===== src/hdl/tlsr_pkg.sv =====
// ----------------------------------------------------------------------------
// tlsr_pkg
// shared types and constants of the thick line span rasterizer
// ----------------------------------------------------------------------------
package tlsr_pkg;

    localparam int THICK_BITS = 8;
    localparam int COLOR_BITS = 16;
    localparam int HALF_BITS  = THICK_BITS - 1;

    // command code carried in tuser
    typedef enum logic {
        CMD_START = 1'b0,
        CMD_STEP  = 1'b1
    } cmd_t;

    // shape of the line being walked
    typedef struct packed {
        logic straight;
        logic flat;
        logic col_neg;
        logic row_neg;
    } line_flags_t;

endpackage


===== src/hdl/tlsr_setup.sv =====
// ----------------------------------------------------------------------------
// tlsr_setup
// decodes a start beat into walk state: deltas, directions, origin, error
// ----------------------------------------------------------------------------
module tlsr_setup #(
    parameter int COORD_BITS = 10
) (
    input  logic [COORD_BITS-1:0]             start_x,
    input  logic [COORD_BITS-1:0]             start_y,
    input  logic [COORD_BITS-1:0]             end_x,
    input  logic [COORD_BITS-1:0]             end_y,
    input  logic [tlsr_pkg::THICK_BITS-1:0]   thickness,
    output tlsr_pkg::line_flags_t             flags,
    output logic [COORD_BITS-1:0]             delta_col,
    output logic [COORD_BITS-1:0]             delta_row,
    output logic [COORD_BITS-1:0]             cur_col,
    output logic [COORD_BITS-1:0]             cur_row,
    output logic signed [COORD_BITS+1:0]      error_init,
    output logic                              busy_init
);

    localparam int EW = COORD_BITS + 2;

    logic col_neg;
    logic row_neg;
    logic straight;

    assign col_neg   = end_x < start_x;
    assign row_neg   = end_y < start_y;
    assign delta_col = col_neg ? (start_x - end_x) : (end_x - start_x);
    assign delta_row = row_neg ? (start_y - end_y) : (end_y - start_y);
    assign straight  = (delta_col == '0) || (delta_row == '0);

    assign flags.straight = straight;
    assign flags.flat     = straight ? (delta_col != '0) : (delta_col >= delta_row);
    assign flags.col_neg  = col_neg;
    assign flags.row_neg  = row_neg;

    // straight lines start from their low corner
    assign cur_col = (straight && col_neg) ? end_x : start_x;
    assign cur_row = (straight && row_neg) ? end_y : start_y;

    assign error_init = straight ? '0
                      : ($signed({{(EW-COORD_BITS){1'b0}}, delta_col})
                         - $signed({{(EW-COORD_BITS){1'b0}}, delta_row}));

    assign busy_init = straight ? (thickness != '0) : 1'b1;

endmodule


===== src/hdl/tlsr_span.sv =====
// ----------------------------------------------------------------------------
// tlsr_span
// forms one span rectangle and the next bresenham walk position
// ----------------------------------------------------------------------------
module tlsr_span #(
    parameter int COORD_BITS = 10
) (
    input  tlsr_pkg::line_flags_t             flags,
    input  logic [COORD_BITS-1:0]             cur_col,
    input  logic [COORD_BITS-1:0]             cur_row,
    input  logic [COORD_BITS-1:0]             last_col,
    input  logic [COORD_BITS-1:0]             last_row,
    input  logic [COORD_BITS-1:0]             delta_col,
    input  logic [COORD_BITS-1:0]             delta_row,
    input  logic signed [COORD_BITS+1:0]      error_acc,
    input  logic [tlsr_pkg::THICK_BITS-1:0]   thick,
    output logic [COORD_BITS-1:0]             rect_x,
    output logic [COORD_BITS-1:0]             rect_y,
    output logic [COORD_BITS:0]               rect_w,
    output logic [COORD_BITS:0]               rect_h,
    output logic                              fin,
    output logic [COORD_BITS-1:0]             next_col,
    output logic [COORD_BITS-1:0]             next_row,
    output logic signed [COORD_BITS+1:0]      next_error
);

    localparam int EW = COORD_BITS + 2;
    localparam int WW = COORD_BITS + 1;

    logic [tlsr_pkg::HALF_BITS-1:0] half;
    logic [COORD_BITS-1:0]          half_ext;
    logic [COORD_BITS-1:0]          col_c;
    logic [COORD_BITS-1:0]          row_c;
    logic [WW-1:0]                  thick_w;
    logic [WW-1:0]                  thick_p1;
    logic [WW-1:0]                  dc_p1;
    logic [WW-1:0]                  dr_p1;
    logic signed [EW:0]             e2;
    logic signed [EW:0]             dc_s;
    logic signed [EW:0]             dr_s;
    logic signed [EW-1:0]           dc_e;
    logic signed [EW-1:0]           dr_e;
    logic                           step_row;
    logic                           step_col;

    assign half     = thick[tlsr_pkg::THICK_BITS-1:1];
    assign half_ext = {{(COORD_BITS-tlsr_pkg::HALF_BITS){1'b0}}, half};
    // centered origin clamps at zero
    assign col_c    = (cur_col >= half_ext) ? (cur_col - half_ext) : '0;
    assign row_c    = (cur_row >= half_ext) ? (cur_row - half_ext) : '0;

    assign thick_w  = {{(WW-tlsr_pkg::THICK_BITS){1'b0}}, thick};
    assign thick_p1 = thick_w + WW'(1);
    assign dc_p1    = {1'b0, delta_col} + WW'(1);
    assign dr_p1    = {1'b0, delta_row} + WW'(1);

    assign e2   = {error_acc, 1'b0};
    assign dc_s = $signed({{(EW+1-COORD_BITS){1'b0}}, delta_col});
    assign dr_s = $signed({{(EW+1-COORD_BITS){1'b0}}, delta_row});
    assign dc_e = $signed({{(EW-COORD_BITS){1'b0}}, delta_col});
    assign dr_e = $signed({{(EW-COORD_BITS){1'b0}}, delta_row});

    always_comb begin
        next_col   = cur_col;
        next_row   = cur_row;
        next_error = error_acc;
        step_row   = 1'b0;
        step_col   = 1'b0;
        if (flags.straight) begin
            rect_x = cur_col;
            rect_y = cur_row;
            rect_w = flags.flat ? dc_p1 : thick_w;
            rect_h = flags.flat ? thick_w : dr_p1;
            fin    = 1'b1;
        end else begin
            if (flags.flat) begin
                rect_x = cur_col;
                rect_y = row_c;
                rect_w = WW'(1);
                rect_h = thick_p1;
            end else begin
                rect_x = col_c;
                rect_y = cur_row;
                rect_w = thick_p1;
                rect_h = WW'(1);
            end
            fin = (cur_col == last_col) && (cur_row == last_row);
            if (!fin) begin
                step_row   = e2 < dc_s;
                step_col   = e2 > -dr_s;
                next_error = error_acc + (step_row ? dc_e : '0) - (step_col ? dr_e : '0);
                if (step_row) begin
                    next_row = flags.row_neg ? (cur_row - 1'b1) : (cur_row + 1'b1);
                end
                if (step_col) begin
                    next_col = flags.col_neg ? (cur_col - 1'b1) : (cur_col + 1'b1);
                end
            end
        end
    end

endmodule


===== src/hdl/thick_line_span_rasterizer_core.sv =====
// ----------------------------------------------------------------------------
// thick_line_span_rasterizer_core
// walks a thick line and, while a line is active, emits one fill rectangle per step beat
// ----------------------------------------------------------------------------
// usage:
//   s_ channel carries commands; s_tuser is the command: start loads a line
//   from s_tdata (endpoints, thickness, color) and produces no beat, step
//   asks for the next span of the loaded line
//   m_ channel carries one span rectangle per step beat while a line is
//   active; m_tlast marks the final span, after which the core is idle
//   a step beat with no active line, or a straight line of zero thickness,
//   produces nothing
// timing:
//   a beat is captured in the input register, processed by one bresenham
//   add-compare update once the output register can take a span, and its
//   span is registered in the output register, which drives m_tvalid
//   throughput is one beat per cycle while m_tready stays high, set by the
//   single error update loop through the walk registers
// reset: aresetn (synchronous, active low) empties both registers and
//   drops any active line
// stall: while m_tready is low the span holds in the output register; the
//   input register still takes one more beat, then s_tready drops
// ----------------------------------------------------------------------------
module thick_line_span_rasterizer_core #(
    parameter  int COORD_BITS = 10,
    // tdata widths: packed fields rounded up to whole bytes
    localparam int S_DW = ((4 * COORD_BITS + tlsr_pkg::THICK_BITS
                            + tlsr_pkg::COLOR_BITS + 7) / 8) * 8,
    localparam int M_DW = ((4 * COORD_BITS + 2
                            + tlsr_pkg::COLOR_BITS + 7) / 8) * 8
) (
    input  logic                   aclk,
    input  logic                   aresetn,
    // s_tdata, low bit up: start_x, start_y, end_x, end_y, thickness,
    // pixel_color, zero fill
    input  logic                   s_tvalid,
    output logic                   s_tready,
    input  logic [S_DW-1:0]        s_tdata,
    // s_tuser: cmd
    input  logic                   s_tuser,
    // m_tdata, low bit up: rect_x, rect_y, rect_w, rect_h, span_color,
    // zero fill
    output logic                   m_tvalid,
    input  logic                   m_tready,
    output logic [M_DW-1:0]        m_tdata,
    output logic                   m_tlast
);

    localparam int CB   = COORD_BITS;
    localparam int EW   = COORD_BITS + 2;
    localparam int WW   = COORD_BITS + 1;
    localparam int TB   = tlsr_pkg::THICK_BITS;
    localparam int KB   = tlsr_pkg::COLOR_BITS;
    localparam int S_RAW = 4 * CB + TB + KB;
    localparam int M_RAW = 2 * CB + 2 * WW + KB;

    // input register
    logic                     in_valid_reg;
    tlsr_pkg::cmd_t           in_cmd_reg;
    logic [S_RAW-1:0]         in_data_reg;

    // walk state
    logic                     busy_reg;
    tlsr_pkg::line_flags_t    flags_reg;
    logic [CB-1:0]            cur_col_reg;
    logic [CB-1:0]            cur_row_reg;
    logic [CB-1:0]            last_col_reg;
    logic [CB-1:0]            last_row_reg;
    logic [CB-1:0]            delta_col_reg;
    logic [CB-1:0]            delta_row_reg;
    logic signed [EW-1:0]     error_reg;
    logic [TB-1:0]            thick_reg;
    logic [KB-1:0]            color_reg;

    // output register
    logic                     out_valid_reg;
    logic [M_RAW-1:0]         out_data_reg;
    logic                     out_last_reg;

    // unpacked input fields
    logic [CB-1:0]            f_start_x;
    logic [CB-1:0]            f_start_y;
    logic [CB-1:0]            f_end_x;
    logic [CB-1:0]            f_end_y;
    logic [TB-1:0]            f_thick;
    logic [KB-1:0]            f_color;

    // setup results
    tlsr_pkg::line_flags_t    su_flags;
    logic [CB-1:0]            su_dc;
    logic [CB-1:0]            su_dr;
    logic [CB-1:0]            su_col;
    logic [CB-1:0]            su_row;
    logic signed [EW-1:0]     su_err;
    logic                     su_busy;

    // span results
    logic [CB-1:0]            sp_x;
    logic [CB-1:0]            sp_y;
    logic [WW-1:0]            sp_w;
    logic [WW-1:0]            sp_h;
    logic                     sp_fin;
    logic [CB-1:0]            sp_col;
    logic [CB-1:0]            sp_row;
    logic signed [EW-1:0]     sp_err;

    logic                     fire;
    logic                     is_start;
    logic                     emit;

    assign f_start_x = in_data_reg[CB-1:0];
    assign f_start_y = in_data_reg[2*CB-1:CB];
    assign f_end_x   = in_data_reg[3*CB-1:2*CB];
    assign f_end_y   = in_data_reg[4*CB-1:3*CB];
    assign f_thick   = in_data_reg[4*CB+TB-1:4*CB];
    assign f_color   = in_data_reg[S_RAW-1:4*CB+TB];

    // process the held beat once the output register can take a span
    assign fire     = in_valid_reg && (!out_valid_reg || m_tready);
    assign is_start = (in_cmd_reg == tlsr_pkg::CMD_START);
    assign emit     = fire && !is_start && busy_reg;
    assign s_tready = !in_valid_reg || fire;

    tlsr_setup #(
        .COORD_BITS (COORD_BITS)
    ) u_setup (
        .start_x    (f_start_x),
        .start_y    (f_start_y),
        .end_x      (f_end_x),
        .end_y      (f_end_y),
        .thickness  (f_thick),
        .flags      (su_flags),
        .delta_col  (su_dc),
        .delta_row  (su_dr),
        .cur_col    (su_col),
        .cur_row    (su_row),
        .error_init (su_err),
        .busy_init  (su_busy)
    );

    tlsr_span #(
        .COORD_BITS (COORD_BITS)
    ) u_span (
        .flags      (flags_reg),
        .cur_col    (cur_col_reg),
        .cur_row    (cur_row_reg),
        .last_col   (last_col_reg),
        .last_row   (last_row_reg),
        .delta_col  (delta_col_reg),
        .delta_row  (delta_row_reg),
        .error_acc  (error_reg),
        .thick      (thick_reg),
        .rect_x     (sp_x),
        .rect_y     (sp_y),
        .rect_w     (sp_w),
        .rect_h     (sp_h),
        .fin        (sp_fin),
        .next_col   (sp_col),
        .next_row   (sp_row),
        .next_error (sp_err)
    );

    // input register
    always_ff @(posedge aclk) begin
        if (!aresetn) begin
            in_valid_reg <= 1'b0;
        end else if (s_tready) begin
            in_valid_reg <= s_tvalid;
        end
        if (s_tready && s_tvalid) begin
            in_cmd_reg  <= tlsr_pkg::cmd_t'(s_tuser);
            in_data_reg <= s_tdata[S_RAW-1:0];
        end
    end

    // walk state: a start reloads, a step on an active line advances
    always_ff @(posedge aclk) begin
        if (!aresetn) begin
            busy_reg  <= 1'b0;
            flags_reg <= '0;
        end else if (fire && is_start) begin
            busy_reg      <= su_busy;
            flags_reg     <= su_flags;
            cur_col_reg   <= su_col;
            cur_row_reg   <= su_row;
            last_col_reg  <= f_end_x;
            last_row_reg  <= f_end_y;
            delta_col_reg <= su_dc;
            delta_row_reg <= su_dr;
            error_reg     <= su_err;
            thick_reg     <= f_thick;
            color_reg     <= f_color;
        end else if (emit) begin
            busy_reg    <= !sp_fin;
            cur_col_reg <= sp_col;
            cur_row_reg <= sp_row;
            error_reg   <= sp_err;
        end
    end

    // output register
    always_ff @(posedge aclk) begin
        if (!aresetn) begin
            out_valid_reg <= 1'b0;
        end else if (fire) begin
            out_valid_reg <= emit;
        end else if (m_tready) begin
            out_valid_reg <= 1'b0;
        end
        if (emit) begin
            out_data_reg <= {color_reg, sp_h, sp_w, sp_y, sp_x};
            out_last_reg <= sp_fin;
        end
    end

    assign m_tvalid = out_valid_reg;
    assign m_tdata  = {{(M_DW-M_RAW){1'b0}}, out_data_reg};
    assign m_tlast  = out_last_reg;

    // the input register is full whenever the core back-pressures
    a_ready_full : assert property (@(posedge aclk) disable iff (!aresetn)
        !s_tready |-> in_valid_reg)
        else $error("s_tready low with empty input register");

    // a straight line always finishes in one span
    a_straight_one : assert property (@(posedge aclk) disable iff (!aresetn)
        emit && flags_reg.straight |=> m_tvalid && m_tlast && !busy_reg)
        else $error("straight line span without last");

    // spans are never empty
    a_span_size : assert property (@(posedge aclk) disable iff (!aresetn)
        m_tvalid |-> (m_tdata[2*CB+WW-1:2*CB] != '0) && (m_tdata[2*CB+2*WW-1:2*CB+WW] != '0))
        else $error("zero sized span");

    // the last span of a line leaves the core idle
    a_last_idle : assert property (@(posedge aclk) disable iff (!aresetn)
        emit && sp_fin |=> !busy_reg)
        else $error("core still busy after last span");

endmodule

===== config.mk =====
export PLATFORM = sky130hd
export DESIGN_NAME = thick_line_span_rasterizer_core
export DESIGN_NICKNAME = d
export VERILOG_FILES = /design/src/hdl/tlsr_pkg.sv /design/src/hdl/tlsr_setup.sv /design/src/hdl/tlsr_span.sv /design/src/hdl/thick_line_span_rasterizer_core.sv
export SDC_FILE = /design/constraint.sdc
export NUM_CORES = 1
export LEC_CHECK = 0
export BUFFER_PORTS_ARGS = -buffer_cell sky130_fd_sc_hd__buf_4
export CAP_MARGIN = 15
export CORE_ASPECT_RATIO = 0.7
export CORE_MARGIN = 1
export CORE_UTILIZATION = 56
export CTS_BUF_LIST = sky130_fd_sc_hd__clkbuf_2 sky130_fd_sc_hd__clkbuf_4 sky130_fd_sc_hd__clkbuf_8
export DETAILED_ROUTE_END_ITERATION = 8
export PLACE_DENSITY_LB_ADDON = 0.15
export SETUP_SLACK_MARGIN = 0.5
export SLEW_MARGIN = 20
export SYNTH_ARGS = -nofsm -noshare
export SYNTH_HDL_FRONTEND = slang
export SYNTH_SLANG_ARGS = --single-unit

===== constraint.sdc =====
create_clock -name aclk -period 6 [get_ports aclk]
set_input_delay 0.3 -clock aclk [delete_from_list [all_inputs] [get_ports aclk]]
set_output_delay 0.3 -clock aclk [all_outputs]
set_load 0.005 [all_outputs]

**After elaboration in Yosys (flattened, before gate mapping)**

Cells that the tools add are included.

- Register bits after elaboration: 227
- Input bits: 69
- Output and inout port bits: 67
- Word-level logic and storage cells: 117

- Add/subtract/negate cells: 17
- $lt $le $gt $ge: 7
- Eq/ne operators: 4
- Mux-type cells: 42
- Bitwise operators: 1
- Reductions and logical operators: 26

Operators by type and width:

| kind | number |
|---|---|
| $mux W10 | 24 |
| $mux W11 | 6 |
| $mux W12 | 5 |
| $sub A10 B10 Y10 | 4 |
| $add A10 B1 Y11 const B | 2 |
| $add A10 B1 Y10 const B | 2 |
| $eq A10 B10 Y1 | 2 |
| $ge A10 B7 Y1 | 2 |
| $logic_not A10 Y1 | 2 |
| $lt A10 B10 Y1 | 2 |
| $sub A10 B1 Y10 const B | 2 |
| $sub A10 B7 Y10 | 2 |
| $gt A13 B13 Y1 | 1 |
| $lt A13 B11 Y1 | 1 |
| $neg A10 Y13 | 1 |
| $add A12 B12 Y12 | 1 |
| $sub A12 B12 Y12 | 1 |
| $sub A10 B10 Y11 | 1 |
| $ge A10 B10 Y1 | 1 |
| $reduce_and A5 Y1 | 2 |
| $reduce_bool A10 Y1 | 1 |
| $add A8 B1 Y9 const B | 1 |
| $logic_and A1 B1 Y1 | 8 |
| $reduce_bool A2 Y1 | 4 |
| other kinds (9) | 19 |

**Logic depth before layout (Yosys ltp)**

- Depth in word-level cells: 8
- Mapped depth: 29
- Gate-level depth less buffers: 29

**Modules after synthesis**

From an unflattened synthesis, not the netlist that was laid out.

- Cell total of the unflattened synthesis: 1360
- Area total of the unflattened synthesis: 15001.9 µm²

Modules (own cells, without submodules):

| module | instances | cells an instance | area an instance (µm²) | seq. area each (µm²) |
|---|---|---|---|---|
| thick_line_span_rasterizer_core | 1 | 305 | 7507.2 | 6746.5 |
| tlsr_span | 1 | 651 | 4521.8 | 0.0 |
| tlsr_setup | 1 | 404 | 2972.9 | 0.0 |

**Least setup slack after synthesis**

OpenSTA, ideal clock, no wires.

- Kind: reg2reg
- From: register delta_row_reg[3]
- To: register error_reg[10] (data pin)
- Library setup time: 254 ps
- Data arrival time: 5516 ps
- Data required time: 5746 ps
- Path slack: 231 ps
- Stages on the path, launching flop included: 28
- Buffers on the path: 2
- Period minus slack after synthesis: 5769 ps
- Cells stage by stage: edfxtp_1 -> clkbuf_1 -> or4_1 -> or4_1 -> nor3_1 -> xor2_1 -> ha_1 -> a21o_1 -> a21oi_1 -> nor2b_1 -> nor3_1 -> nand2b_1 -> a21oi_1 -> o22ai_1 -> clkbuf_1 -> and2_1 -> fa_1 -> inv_1 -> fa_1 -> a21o_1 -> a21oi_1 -> o21bai_1 -> a21oi_1 -> o21bai_1 -> a21o_1 -> a31oi_1 -> xnor2_1 -> a21o_1

- Longest elaborated chain between the ends: 8

Ends and longest elaborated chain:

| item | line | RTL |
|---|---|---|
| from (decl) | thick_line_span_rasterizer_core.sv:70 | `logic [CB-1:0] delta_row_reg;` |
| from (signal assigned) | thick_line_span_rasterizer_core.sv:189 | `delta_row_reg <= su_dr;` |
| $neg A10 Y13 | tlsr_span.sv:90 | `step_col = e2 > -dr_s;` |
| $gt A13 B13 Y1 | tlsr_span.sv:90 |  |
| $mux W10 * | tlsr_span.sv:91 | `next_error = error_acc + (step_row ? dc_e : '0) - (step_col ? dr_e : '0);` |
| $sub A12 B12 Y12 * | tlsr_span.sv:91 |  |
| $mux W12 * | tlsr_span.sv:88 | `if (!fin) begin` |
| $mux W12 * | tlsr_span.sv:69 | `if (flags.straight) begin` |
| $mux W12 * | thick_line_span_rasterizer_core.sv:193 | `end else if (emit) begin` |
| $mux W12 * | thick_line_span_rasterizer_core.sv:181 | `end else if (fire && is_start) begin` |
| to (signal assigned) | thick_line_span_rasterizer_core.sv:190 | `error_reg <= su_err;` |
| to (signal assigned) | thick_line_span_rasterizer_core.sv:197 | `error_reg <= sp_err;` |
| to (decl) | thick_line_span_rasterizer_core.sv:71 | `logic signed [EW-1:0] error_reg;` |

Every way passes the cells marked *; elsewhere a longest branch is shown, timed or not. The select of a mux whose other input is x is not followed.
A chain may end at the register's enable or synchronous reset.

**Worst setup path after layout**

- From: register in_data_reg[20]
- To: register error_reg[10] (data pin)

- Longest elaborated chain between the ends: 6
- Elaborated cells on any way between the ends: 9
- Those cells by class: add/sub: 3; order compare: 1; mux: 3; reduce/logical: 2

Ends and longest elaborated chain:

| item | line | RTL |
|---|---|---|
| from (decl) | thick_line_span_rasterizer_core.sv:60 | `logic [S_RAW-1:0] in_data_reg;` |
| from (signal assigned) | thick_line_span_rasterizer_core.sv:172 | `in_data_reg <= s_tdata[S_RAW-1:0];` |
| $sub A10 B10 Y10 or $lt A10 B10 Y1 (tied branches) | tlsr_setup.sv:30, tlsr_setup.sv:28 |  |
| $mux W10 * | tlsr_setup.sv:30 | `assign delta_col = col_neg ? (start_x - end_x) : (end_x - start_x);` |
| named net su_dc[2] | thick_line_span_rasterizer_core.sv:90 | `logic [CB-1:0] su_dc;` |
| parallel branches: the longest is 2 deep, another holds $sub A10 B10 Y11 | - |  |
| $mux W12 * | tlsr_setup.sv:43 | `assign error_init = straight ? '0` |
| $mux W12 * | thick_line_span_rasterizer_core.sv:181 |  |

Mark *: on every way through the listed nets, which the timed path passes.

==> reports/qor.csv <==
metric;value;unit
dp_worst_setup_slack;254;ps
worstRegToRegCells;20;
hold_class;primary input to flop;
htreeDepth;2;
p_per_area;269;nW/µm²
drive_gt1_share;17.1;%
synthArstFlopShare;0;%
fin_skew;38.0;ps
worstMarginPinSlew;1050;ps
cp-start-kind;flop;
synth-edff-count;220;
period_share;91.7;%
vias;11200;
post_layout_nonfiller_instances;1926;
post_drt_via_cell_ratio;5.84;
dr.pass1.iters;5;
worstSetupPathType;flop to flop;
grt_max_degree;66;
ys_seq_area_share;46.7;%
crit_path_max_fanout;5;
gr-total-overflow;0;
io_pins;136;
seq_power_share;40.9;%
status;completed;
place_congestion;0.915;
finalMaxSlewViolations;0;
root_buffer;clkbuf_8;
final_cell_mix;edfxtp_1, buf_4, inv_1;
grt_pass1_wl;58600;µm
ys_types;84;
max-slew-margin-rel;29.7;%
endpoint_kind;flop;
cts_buffer_depth;3;
row_count;48;
cap_violations;0;
holdPathStages;2;
power;0.00466;W
antenna_found_initial;0;
fp.dieH;136;µm
p_int;0.00319;W
clkTransAtPathRegs;60;ps
nets;1778;
synthCells;1365;
switchingPower;0.00147;W
setup_viol;0;
whs;44.0;ps
swShare;31.6;%
synth_warnings;0;
dieArea;26400;µm²
numCtsBuffers;36;
wirelength;38200;µm
n_antenna_cell;0;
p_comb_share;28.0;%
setup_tns;0;ps
drtIter0Drc;1216;
fmax;182;MHz
core-area;25000;µm²
start_util;57.8;%
power_frac_clock;31.0;%
grt_pass1_vias;10500;
placed_cells;1784;
ys.flop_type;edfxtp_1;
finalHoldViolCount;0;
nFillCells;1863;
antenna_left;0;
fin_crit;5500;ps
rsz0062_at_grt;yes;
final_common_cell;edfxtp_1;
clock_latency;580;ps
wl_per_cell;19.8;µm
worst_slack;498;ps
crit_required;6420;ps
numPortBuffers;129;
clock-sinks;227;
largest_reg_flops;64;
place_hpwl;28100;µm
route.detailed.drc;0;
syn_area_per_cell;10.6;µm²
grt_usage;29.2;%
p_leak;7.14;nW
cts_tree;done;
irDropWorstVdd;0.229;mV
worstPathArrival;5920;ps
fp.dieW;194;µm
ys_ff_latch;227;
areaGrowthSynthToFinish;20.2;%
synth_area;14400;µm²
==> what timing repair did <==
item | 4_1_cts | 5_1_grt
endpoints found under the hold margin | 66 | 0
buffers inserted | 7 | 4
hold buffers | 66 | 0
gates resized for setup | 10 | 9
pin swaps | 13 | 19
cloned | 0 | 0
endpoints found under the setup margin | 5 | 6
==> synth_stat cells, types with 7 or more instances <==
| cell | instances | area, µm² |
|---|---|---|
| edfxtp_1 | 220 | 6610 |
| inv_1 | 148 | 556 |
| ha_1 | 116 | 1450 |
| nand2_1 | 104 | 390 |
| nor2_1 | 75 | 282 |
| o21ai_0 | 67 | 335 |
| xnor2_1 | 63 | 552 |
| a21oi_1 | 58 | 290 |
| nand3_1 | 48 | 240 |
| xor2_1 | 36 | 315 |
| clkbuf_1 | 32 | 120 |
| a21o_1 | 31 | 233 |
| o211ai_1 | 26 | 195 |
| nor3_1 | 25 | 125 |
| nand4_1 | 20 | 125 |
| fa_1 | 19 | 380 |
| nor4_1 | 18 | 113 |
| and2_1 | 17 | 106 |
| o31ai_1 | 16 | 120 |
| o22ai_1 | 13 | 81.3 |
| a21boi_0 | 12 | 90.1 |
| buf_2 | 12 | 60.1 |
| nand2b_1 | 11 | 68.8 |
| nor2b_1 | 10 | 62.6 |
| or3_1 | 10 | 62.6 |
| a211oi_1 | 9 | 67.6 |
| o21a_1 | 9 | 67.6 |
| a31oi_1 | 8 | 50.1 |
| buf_4 | 8 | 60.1 |
| mux2i_1 | 8 | 80.1 |
| dfxtp_1 | 7 | 140 |
| or4_1 | 7 | 52.6 |
==> power groups by stage <==
| stage | sequential, W | clock [W] | combinational (W) |
|---|---|---|---|
| floorplan | 0.00190 | 0 | 0.000908 |
| global placement | 0.00193 | 0 | 0.00118 |
| detailed placement | 0.00194 | 0 | 0.00120 |
| CTS | 0.00190 | 0.00148 | 0.00126 |
| global route | 0.00191 | 0.00154 | 0.00143 |
| finish | 0.00191 | 0.00145 | 0.00131 |
==> stage by stage <==
stage               utilization [%]  cell area [µm²]
floorplan                         -            14500
global placement               62.9            15700
detailed placement             62.9            15700
CTS                            69.1            17300
global route                   69.4            17300
finish                         69.4            17300
==> routing by layer <==
layer / routed length (µm) / track usage, %
met4: 796 / 8.25
met5: 0 / 0
met3: 3980 / 7.91
met1: 18500 / 44.3
met2: 14900 / 40.5
==> worst paths after layout <==
path,startpoint,end,slack [ps]
max,in_data_reg[20],error_reg[10],500
min reg2reg,in_data_reg[52],color_reg[4],410
min,aresetn,flags_reg[0],40
max reg2reg,in_data_reg[20],error_reg[10],500
==> cell families (layout without fill, tap and decap cells) <==
family	count (synthesis)	in the layout	synth area share, %
compound gates	311	311	15.0
xor+xnor	101	101	6.23
fa+ha+maj	135	135	12.7
buf+inv	205	436	5.75
flops	227	227	46.7
mux	11	11	0.806
other cells	1	6	0.0260
simple gates	374	374	12.8
==> critical path, stage by stage (launching register included) <==
cell and delay [ps]:
edfxtp_1 500, inv_1 100, ha_1 200, inv_1 70
fa_1 390, a211oi_2 400, o21ai_2 160, a41oi_1 330
buf_4 210, mux2i_1 90, xnor2_1 490, ha_1 400
a21o_1 200, a21oi_1 220, o21ai_0 120, a21oi_1 240
o21bai_1 120, a21oi_1 270, o21ai_0 160, nor4_1 530
a21o_1 140
==> layout make-up <==
class / instances / area [µm²] / share of cell area [%]
multi-input cells: 938 / 7020 / 40.5
well taps: 325 / 407 / 2.34
inverters: 148 / 556 / 3.20
clock buffers: 52 / 634 / 3.66
clock inverters: 13 / 146 / 0.844
flip-flops and latches: 227 / 6750 / 38.9
repair buffers: 223 / 1840 / 10.6
No activity file was read; power rests on OpenSTA's default activity.
